### config.mk
export PLATFORM = sky130hd
export DESIGN_NAME = brb_ctrl
export DESIGN_NICKNAME = d
export VERILOG_FILES = /design/src/hw/rtl/brb_pkg.sv /design/src/hw/rtl/brb_ctrl.sv
export VERILOG_INCLUDE_DIRS = /design/src /design/src/hw/rtl
export SDC_FILE = /design/constraint.sdc
export NUM_CORES = 1
export LEC_CHECK = 0
export BUFFER_PORTS_ARGS = -buffer_cell sky130_fd_sc_hd__buf_2
export CAP_MARGIN = 40
export CORE_MARGIN = 4
export CORE_UTILIZATION = 40
export DETAILED_ROUTE_END_ITERATION = 6
export HOLD_SLACK_MARGIN = 0.05
export SLEW_MARGIN = 20
export SYNTH_ARGS = -nofsm -noshare
export SYNTH_HDL_FRONTEND = slang
export SYNTH_SLANG_ARGS = --single-unit
### constraint.sdc
create_clock -name clk -period 9.95 [get_ports clk]
set_clock_uncertainty 0.15 [all_clocks]
set_input_delay 2.985 -clock clk [delete_from_list [all_inputs] [get_ports clk]]
set_output_delay 2.985 -clock clk [all_outputs]
set_load 0.1 [all_outputs]
### src/hw/rtl/byte_ring_buffer_macros.svh
// assertion macros for the byte ring buffer controller
`ifndef BYTE_RING_BUFFER_MACROS_SVH
`define BYTE_RING_BUFFER_MACROS_SVH

// property that must hold at every clock edge out of reset
`define BRB_ASSERT(label, prop, msg) \
  label: assert property (@(posedge clk) disable iff (!rst_n) prop) \
    else $error(msg);

// condition that must never be true out of reset
`define BRB_ASSERT_NEVER(label, expr, msg) \
  label: assert property (@(posedge clk) disable iff (!rst_n) !(expr)) \
    else $error(msg);

`endif

### src/hw/rtl/brb_pkg.sv
// types, codes and size helpers for the byte ring buffer
package brb_pkg;

  // buffer geometry
  localparam int BUF_BYTES = 1024;
  localparam int MAX_XFER  = 64;
  localparam int ADDR_W    = $clog2(BUF_BYTES);
  localparam int CNT_W     = ADDR_W + 1;

  // field widths
  localparam int OP_W     = 3;
  localparam int LEN_W    = 7;
  localparam int BYTE_W   = 8;
  localparam int STATUS_W = 2;
  localparam int USED_W   = 10;
  localparam int FREE_W   = 10;
  localparam int CONTIG_W = 11;

  // operation codes
  localparam logic [OP_W-1:0] OP_WRITE   = 3'd0;
  localparam logic [OP_W-1:0] OP_READ    = 3'd1;
  localparam logic [OP_W-1:0] OP_PEEK    = 3'd2;
  localparam logic [OP_W-1:0] OP_ADVANCE = 3'd3;
  localparam logic [OP_W-1:0] OP_DISCARD = 3'd4;

  // status codes
  localparam logic [STATUS_W-1:0] STAT_OK      = 2'd0;
  localparam logic [STATUS_W-1:0] STAT_BAD_LEN = 2'd1;
  localparam logic [STATUS_W-1:0] STAT_NO_ROOM = 2'd2;
  localparam logic [STATUS_W-1:0] STAT_BUSY    = 2'd3;

  typedef logic [ADDR_W-1:0] pos_t;
  typedef logic [CNT_W-1:0]  cnt_t;

  // memory port request from the controller
  typedef struct packed {
    logic              we;
    pos_t              waddr;
    logic [BYTE_W-1:0] wdata;
    logic              re;
    pos_t              raddr;
  } mem_req_t;

  // result load request toward the output register
  typedef struct packed {
    logic                load;
    logic [STATUS_W-1:0] status;
    logic                from_mem;
    logic                last;
    logic [USED_W-1:0]   used;
    logic [FREE_W-1:0]   free;
    logic [CONTIG_W-1:0] contig;
  } res_t;

  // bytes held between read and write positions
  function automatic cnt_t used_cnt(pos_t rp, pos_t wp);
    if (wp >= rp) return CNT_W'(wp) - CNT_W'(rp);
    return CNT_W'(BUF_BYTES) - CNT_W'(rp) + CNT_W'(wp);
  endfunction

  // writable bytes, one slot always left empty
  function automatic cnt_t free_cnt(pos_t rp, pos_t wp);
    return CNT_W'(BUF_BYTES - 1) - used_cnt(rp, wp);
  endfunction

  // free bytes from the write position up to wrap or read position
  function automatic cnt_t contig_cnt(pos_t rp, pos_t wp);
    if (wp >= rp) return CNT_W'(BUF_BYTES) - CNT_W'(wp);
    return CNT_W'(rp) - CNT_W'(wp) - CNT_W'(1);
  endfunction

  // position plus offset, modulo buffer size (offset below buffer size)
  function automatic pos_t wrap_add(pos_t pos, cnt_t n);
    cnt_t s;
    s = CNT_W'(pos) + n;
    if (s >= CNT_W'(BUF_BYTES)) s = s - CNT_W'(BUF_BYTES);
    return ADDR_W'(s);
  endfunction

  // position minus offset, modulo buffer size (offset below buffer size)
  function automatic pos_t wrap_sub(pos_t pos, cnt_t n);
    if (CNT_W'(pos) >= n) return ADDR_W'(CNT_W'(pos) - n);
    return ADDR_W'(CNT_W'(pos) + CNT_W'(BUF_BYTES) - n);
  endfunction

  // length check against the transfer cap and a size limit
  function automatic logic [STATUS_W-1:0] check_len(logic [LEN_W-1:0] len, cnt_t limit);
    if (len == '0 || 32'(len) > 32'(MAX_XFER)) return STAT_BAD_LEN;
    if (32'(len) > 32'(limit)) return STAT_NO_ROOM;
    return STAT_OK;
  endfunction

endpackage

### src/hw/rtl/brb_ctrl.sv
// controller: position bookkeeping, length checks, clearing pass, read sequencer
`include "byte_ring_buffer_macros.svh"

module brb_ctrl (
  input  logic                          clk,
  input  logic                          rst_n,
  input  logic                          in_valid,
  output logic                          in_stall,
  input  logic [brb_pkg::OP_W-1:0]      in_op,
  input  logic [brb_pkg::LEN_W-1:0]     in_length,
  input  logic [brb_pkg::BYTE_W-1:0]    in_data_byte,
  input  logic                          out_free,
  output brb_pkg::mem_req_t             mem_req,
  output brb_pkg::res_t                 res
);

  import brb_pkg::*;

  localparam logic [1:0] ST_CLEAR = 2'd0;
  localparam logic [1:0] ST_IDLE  = 2'd1;
  localparam logic [1:0] ST_READ  = 2'd2;

  logic [1:0]       state_r, state_nxt;
  pos_t             clr_addr_r, clr_addr_nxt;
  pos_t             rd_pos_r, rd_pos_nxt;
  pos_t             wr_pos_r, wr_pos_nxt;
  logic [LEN_W-1:0] beats_r, beats_nxt;
  logic             drop_r, drop_nxt;
  pos_t             rd_addr_r, rd_addr_nxt;
  logic [LEN_W-1:0] rd_left_r, rd_left_nxt;
  logic             pend_r, pend_nxt;
  logic             pend_last_r, pend_last_nxt;

  logic                in_xfer;
  logic [STATUS_W-1:0] st;
  cnt_t                used_now;
  cnt_t                free_now;

  // new items only when idle, no byte in flight and the output can take a result
  assign in_stall = !(state_r == ST_IDLE && !pend_r && out_free);
  assign in_xfer  = in_valid && !in_stall;

  assign used_now = used_cnt(rd_pos_r, wr_pos_r);
  assign free_now = free_cnt(rd_pos_r, wr_pos_r);

  // next state and memory / result requests
  always_comb begin
    state_nxt     = state_r;
    clr_addr_nxt  = clr_addr_r;
    rd_pos_nxt    = rd_pos_r;
    wr_pos_nxt    = wr_pos_r;
    beats_nxt     = beats_r;
    drop_nxt      = drop_r;
    rd_addr_nxt   = rd_addr_r;
    rd_left_nxt   = rd_left_r;
    pend_nxt      = pend_r;
    pend_last_nxt = pend_last_r;
    mem_req       = '0;
    res.load      = 1'b0;
    res.status    = STAT_OK;
    res.from_mem  = 1'b0;
    res.last      = 1'b1;
    st            = STAT_OK;

    // byte back from memory moves to the output register
    if (pend_r && out_free) begin
      res.load     = 1'b1;
      res.from_mem = 1'b1;
      res.last     = pend_last_r;
      pend_nxt     = 1'b0;
    end

    case (state_r)
      ST_CLEAR: begin
        // zero one entry per cycle after reset
        mem_req.we    = 1'b1;
        mem_req.waddr = clr_addr_r;
        mem_req.wdata = '0;
        clr_addr_nxt  = ADDR_W'(CNT_W'(clr_addr_r) + CNT_W'(1));
        if (clr_addr_r == ADDR_W'(BUF_BYTES - 1)) state_nxt = ST_IDLE;
      end

      ST_READ: begin
        // issue one read per cycle while the previous byte can move on
        if (rd_left_r != '0 && (!pend_r || out_free)) begin
          mem_req.re    = 1'b1;
          mem_req.raddr = rd_addr_r;
          rd_addr_nxt   = wrap_add(rd_addr_r, CNT_W'(1));
          rd_left_nxt   = rd_left_r - LEN_W'(1);
          pend_nxt      = 1'b1;
          pend_last_nxt = (rd_left_r == LEN_W'(1));
          if (rd_left_r == LEN_W'(1)) state_nxt = ST_IDLE;
        end
      end

      ST_IDLE: begin
        if (in_xfer) begin
          res.load = 1'b1;
          if (in_op == OP_WRITE) begin
            if (beats_r == '0) begin
              // first beat: check and reserve the whole transfer
              st = check_len(in_length, free_now);
              res.status = st;
              if (st != STAT_OK) begin
                if (in_length > LEN_W'(1)) begin
                  beats_nxt = in_length - LEN_W'(1);
                  drop_nxt  = 1'b1;
                end
              end else begin
                wr_pos_nxt    = wrap_add(wr_pos_r, CNT_W'(in_length));
                mem_req.we    = 1'b1;
                mem_req.waddr = wr_pos_r;
                mem_req.wdata = in_data_byte;
                beats_nxt     = in_length - LEN_W'(1);
                drop_nxt      = 1'b0;
              end
            end else begin
              // later beat: fill the next reserved slot unless dropping
              if (!drop_r) begin
                mem_req.we    = 1'b1;
                mem_req.waddr = wrap_sub(wr_pos_r, CNT_W'(beats_r));
                mem_req.wdata = in_data_byte;
              end
              beats_nxt = beats_r - LEN_W'(1);
              if (beats_r == LEN_W'(1)) drop_nxt = 1'b0;
            end
          end else if (beats_r != '0) begin
            res.status = STAT_BUSY;
          end else begin
            case (in_op)
              OP_READ, OP_PEEK: begin
                st = check_len(in_length, used_now);
                if (st != STAT_OK) begin
                  res.status = st;
                end else begin
                  // results come from the read sequencer
                  res.load = 1'b0;
                  if (in_op == OP_READ) rd_pos_nxt = wrap_add(rd_pos_r, CNT_W'(in_length));
                  rd_addr_nxt = rd_pos_r;
                  rd_left_nxt = in_length;
                  state_nxt   = ST_READ;
                end
              end
              OP_ADVANCE: begin
                st = check_len(in_length, free_now);
                res.status = st;
                if (st == STAT_OK) wr_pos_nxt = wrap_add(wr_pos_r, CNT_W'(in_length));
              end
              OP_DISCARD: begin
                st = check_len(in_length, used_now);
                res.status = st;
                if (st == STAT_OK) rd_pos_nxt = wrap_add(rd_pos_r, CNT_W'(in_length));
              end
              default: res.status = STAT_BAD_LEN;
            endcase
          end
        end
      end

      default: state_nxt = ST_IDLE;
    endcase

    // sizes after the step
    res.used   = USED_W'(used_cnt(rd_pos_nxt, wr_pos_nxt));
    res.free   = FREE_W'(free_cnt(rd_pos_nxt, wr_pos_nxt));
    res.contig = CONTIG_W'(contig_cnt(rd_pos_nxt, wr_pos_nxt));
  end

  // control registers
  always_ff @(posedge clk) begin
    if (!rst_n) begin
      state_r    <= ST_CLEAR;
      clr_addr_r <= '0;
      rd_pos_r   <= '0;
      wr_pos_r   <= '0;
      beats_r    <= '0;
      drop_r     <= 1'b0;
      rd_left_r  <= '0;
      pend_r     <= 1'b0;
    end else begin
      state_r    <= state_nxt;
      clr_addr_r <= clr_addr_nxt;
      rd_pos_r   <= rd_pos_nxt;
      wr_pos_r   <= wr_pos_nxt;
      beats_r    <= beats_nxt;
      drop_r     <= drop_nxt;
      rd_left_r  <= rd_left_nxt;
      pend_r     <= pend_nxt;
    end
  end

  // sequencer payload
  always_ff @(posedge clk) begin
    rd_addr_r   <= rd_addr_nxt;
    pend_last_r <= pend_last_nxt;
  end

  // checks
  `BRB_ASSERT_NEVER(a_no_rw_overlap, mem_req.we && mem_req.re,
                    "memory read and write issued in the same cycle")
  `BRB_ASSERT(a_drop_needs_beats, drop_r |-> beats_r != '0,
              "dropping a write with no beats pending")
  `BRB_ASSERT(a_stream_has_work, state_r == ST_READ |-> rd_left_r != '0,
              "read stream active with nothing left to issue")
  `BRB_ASSERT(a_beats_only_idle, beats_r != '0 |-> state_r == ST_IDLE,
              "read stream started while write beats pending")
  `BRB_ASSERT_NEVER(a_clear_quiet, state_r == ST_CLEAR && res.load,
                    "result produced during clearing pass")

endmodule

==> results.py <==
metrics = {
    "placement": {
        "hpwl_um": 16900,
        "place.port_buffers": 88,
        "post-place-ws_ps": -386,
        "gp_congestion": 0.916,
    },
    "flow_run": {
        "drv_cap": 0,
    },
    "clock_network": {
        "cts.sinks": 59,
        "cts_htree_levels": 3,
        "cts.clk_slew.worst_paths_ps": 50,
        "cts_buffers": 9,
        "clockBufferDepth": 2,
        "clockRootBuffer": "clkbuf_16",
        "cts_tree": "yes",
        "insertion_delay_ps": 340,
    },
    "power_and_ir_drop": {
        "peakVddDrop_v": 0.0000889,
        "comb_power_share_pct": 40.0,
        "clkPwrFrac_pct": 32.7,
        "seq_power_share_pct": 27.3,
        "power_switching_w": 0.000335,
        "power_density_nw_per_um2": 91.8,
        "p_leak_nw": 4.42,
        "internal_power_w": 0.000567,
        "total_power_w": 0.000902,
        "swShare_pct": 37.1,
    },
    "critical_path": {
        "path_depth": 22,
        "path_max_fanout": 6,
        "cp_slowest_cell": "fa_2",
        "critPathTopFamily": "compound AO/OA/AOI/OAI gates",
        "crit_type": "input port to primary output",
        "cp.required_ps": 6820,
        "cp_cell_sequence": "buf_8, ha_4, o21bai_1, a21oi_2, o21bai_2, a2111oi_4, o41ai_2, or3_4, mux2_4, ha_4, fa_2, inv_2, a21oi_2, o21bai_1, a21oi_2, o21bai_2, a31oi_4, o31ai_4, a31oi_4, buf_6, o31ai_4, buf_12",
        "ff2ff_path_depth": 20,
        "worstSetupEndpointType": "primary output",
        "critPathLaunchType": "input port",
        "crit_path_max_incr_delay_ps": 390,
        "crit_top_cell": "a21oi_2",
        "worst_ep_arrival_time_ps": 7070,
        "crit_buf_inv": 4,
    },
    "timing": {
        "tightest_slew_ps": 899,
        "rsz0062_at_grt": "true",
        "layout_setup_ws_ps": -257,
        "slew_headroom_pct": 39.5,
        "finalCriticalPeriod_ps": 10210,
        "period_share_pct": 103,
        "slew_violations": 0,
        "setup_viol": 16,
        "max_clock_freq_mhz": 98.0,
        "final-hold-violation-count": 0,
    },
    "logic_synthesis": {
        "synth_area_um2": 6750,
        "synth-seq-cells": 59,
        "yosysWarnings": 0,
        "synthCells": 898,
        "async_reset_ff_share_pct": 0,
        "synth_ff_type": "dfxtp_1",
        "synth_edf_count": 11,
        "syn_area_per_cell_um2": 7.51,
        "syn-num-nets": 1001,
        "ys_seq_area_share_pct": 19.1,
        "synth_cell_types": 77,
    },
    "worst_hold_path": {
        "whs_path_depth": 2,
        "min-delay-path-class": "flop to flop",
    },
    "route": {
        "first_pass_iters": 6,
        "wl_per_cell_um": 16.8,
        "drt_wl_total_um": 22100,
        "drt_iter0_markers": 365,
        "via_per_inst": 5.30,
        "drc": 0,
        "ant_nets": 0,
        "num_vias": 6979,
    },
    "floorplanning": {
        "die_h_um": 138,
        "die-area_um2": 19000,
        "start_util_pct": 40.7,
        "die_w_um": 138,
        "io_pins": 89,
        "core_um2": 16600,
        "row_count": 47,
    },
    "grt": {
        "grt_start_max_net_pins": 41,
        "grt_pass1_wl_um": 34300,
        "gr-total-overflow": 0,
        "antenna_found_initial": 0,
        "grt_pass1_vias": 6571,
        "grt_use_total_pct": 23.1,
    },
    "layout": {
        "area_delta_synth_final_pct": 45.6,
        "diodes": 0,
        "num-fill-cells": 1521,
        "nets": 1194,
        "drive_gt1_share_pct": 31.6,
    },
    "status": {
        "status": "complete, but fails checks",
        "failed_checks": "negative setup slack",
    },
}
## cells in the mapped netlist (all sizes together), types with 5 or more instances
master | count | area share (%)
dfxtp | 48 | 14
nor2 | 90 | 5.1
buf | 12 | 1.2
a21o | 18 | 2.0
edfxtp | 11 | 4.9
fa | 6 | 1.8
nand3 | 24 | 1.8
o211ai | 5 | 0.56
nor4 | 7 | 0.74
xnor2 | 43 | 5.7
nor3 | 23 | 1.8
a22o | 8 | 1.0
or3 | 7 | 0.65
o21ai | 55 | 4.1
nand2b | 9 | 0.95
a31oi | 9 | 0.83
o21bai | 12 | 1.3
nand2 | 77 | 4.3
nor2b | 15 | 1.4
nand4 | 13 | 1.2
clkbuf | 25 | 1.4
and3 | 7 | 0.65
a21oi | 77 | 6.3
a211o | 5 | 0.65
mux2i | 7 | 1.0
o31ai | 6 | 0.67
o21a | 8 | 0.89
ha | 75 | 14
inv | 81 | 4.5
xor2 | 26 | 3.4
mux2 | 5 | 0.83
and2 | 26 | 2.4
## registers in the layout, summed over array words and instances, names as in the netlist
| name | cells |
|---|---|
| rd_addr_r | 10 |
| pend_r | 1 |
| rd_left_r | 7 |
| beats_r | 7 |
| drop_r | 1 |
| pend_last_r | 1 |
| clr_addr_r | 10 |
| rd_pos_r | 10 |
| state_r | 2 |
| wr_pos_r | 10 |
## worst reg2reg max path, cell delays in order (launching register included)
cell and delay [ps]:
dfxtp_1 380, inv_1 170, ha_1 210, inv_1 60
fa_1 420, a21o_1 240, nand3_1 90, nand2_1 60
a21oi_1 190, xnor2_1 240, ha_4 290, buf_4 130
a21oi_1 150, o21ai_2 80, o41ai_2 400, buf_4 200
nand2_1 50, o21ai_1 480, inv_1 490, o211ai_1 230
a21oi_1 90
## layout make-up
class / count / area, um2 / area share, %
repair buffers: 219 / 2000 / 20.3
inverters: 81 / 312 / 3.17
clock buffers: 12 / 258 / 2.62
clock inverters: 4 / 23.8 / 0.242
well taps: 220 / 275 / 2.80
flip-flops and latches: 59 / 1290 / 13.1
multi-input cells: 721 / 5670 / 57.7
## per-layer routing
layer,part of all wire (%),GRT usage (%),vias up
met4,2.0,6.75,0
met1,46,31.7,3166
met3,5.7,3.81,30
met5,0,0,-
met2,46,37.3,231
li1,-,-,3552
## worst paths after layout
kind,from,endpoint,slack (ps)
setup / recovery,in_length[1],res[10],-260
hold reg to reg,rd_left_r[1],rd_left_r[1],340
hold / removal,rd_left_r[1],rd_left_r[1],340
setup reg to reg,wr_pos_r[0],rd_left_r[1],5040
## power by group through the flow
stage / Combinational, W / Clock [W] / Sequential (W)
floorplan: 0.000217 / 0 / 0.000250
global placement: 0.000330 / 0 / 0.000251
detailed placement: 0.000330 / 0 / 0.000251
CTS: 0.000344 / 0.000300 / 0.000246
global route: 0.000378 / 0.000314 / 0.000247
finish: 0.000361 / 0.000295 / 0.000247
## cells by family (layout without fill, tap and decap cells)
family	count (synthesis)	count (layout)	synth area share, %
mux	12	12	1.87
buf+inv	118	316	7.08
simple gates	316	316	23.1
flops	59	59	19.1
compound gates	243	243	24.1
xor+xnor	69	69	9.07
fa+ha+maj	81	81	15.7
## metrics by stage
stage | area, um2 | utilization, % | hold slack [ps] | TNS (ps) | cells
final | 9830 | 59.3 | 339 | -2410 | 1316
after global routing | 9830 | 59.3 | 358 | -5840 | 1316
after CTS | 9480 | 57.2 | 336 | -3760 | 1301
after detailed placement | 8970 | 54.1 | 324 | -3690 | 1272
after global placement | 8960 | 54.0 | 318 | -3430 | 1270
after floorplan | 7210 | - | 302 | -7300 | 898
## repair_timing
| item | 4_1_cts | 5_1_grt |
|---|---|---|
| pin swaps | 24 | 48 |
| hold buffers | 0 | 0 |
| gates resized for setup | 35 | 51 |
| setup endpoints to repair | 16 | 21 |
| buffers inserted | 13 | 15 |
| cloned | 0 | 0 |
## cell usage in the layout (no fill, tap or decap), types with 6 or more instances in the layout
master and n:
nand2_1 72, nand2b_1 8, clkbuf_16 10, o21ai_4 6, a21oi_2 11, nor2_1 85, o21bai_1 10, xor2_1 21
or3_1 6, xnor2_1 37, ha_1 62, nand4_1 13, edfxtp_1 11, a21o_1 18, and2_1 24, nand3_1 24
dfxtp_1 48, and3_1 7, o21ai_0 38, o21a_1 7, inv_1 68, ha_4 12, inv_2 11, nor3_1 22
buf_12 33, buf_6 11, a31oi_1 6, nor2b_1 14, o21ai_1 6, a21oi_1 61, a22o_1 8, buf_2 53
buf_4 118
No activity file was read; power rests on OpenSTA's default activity.
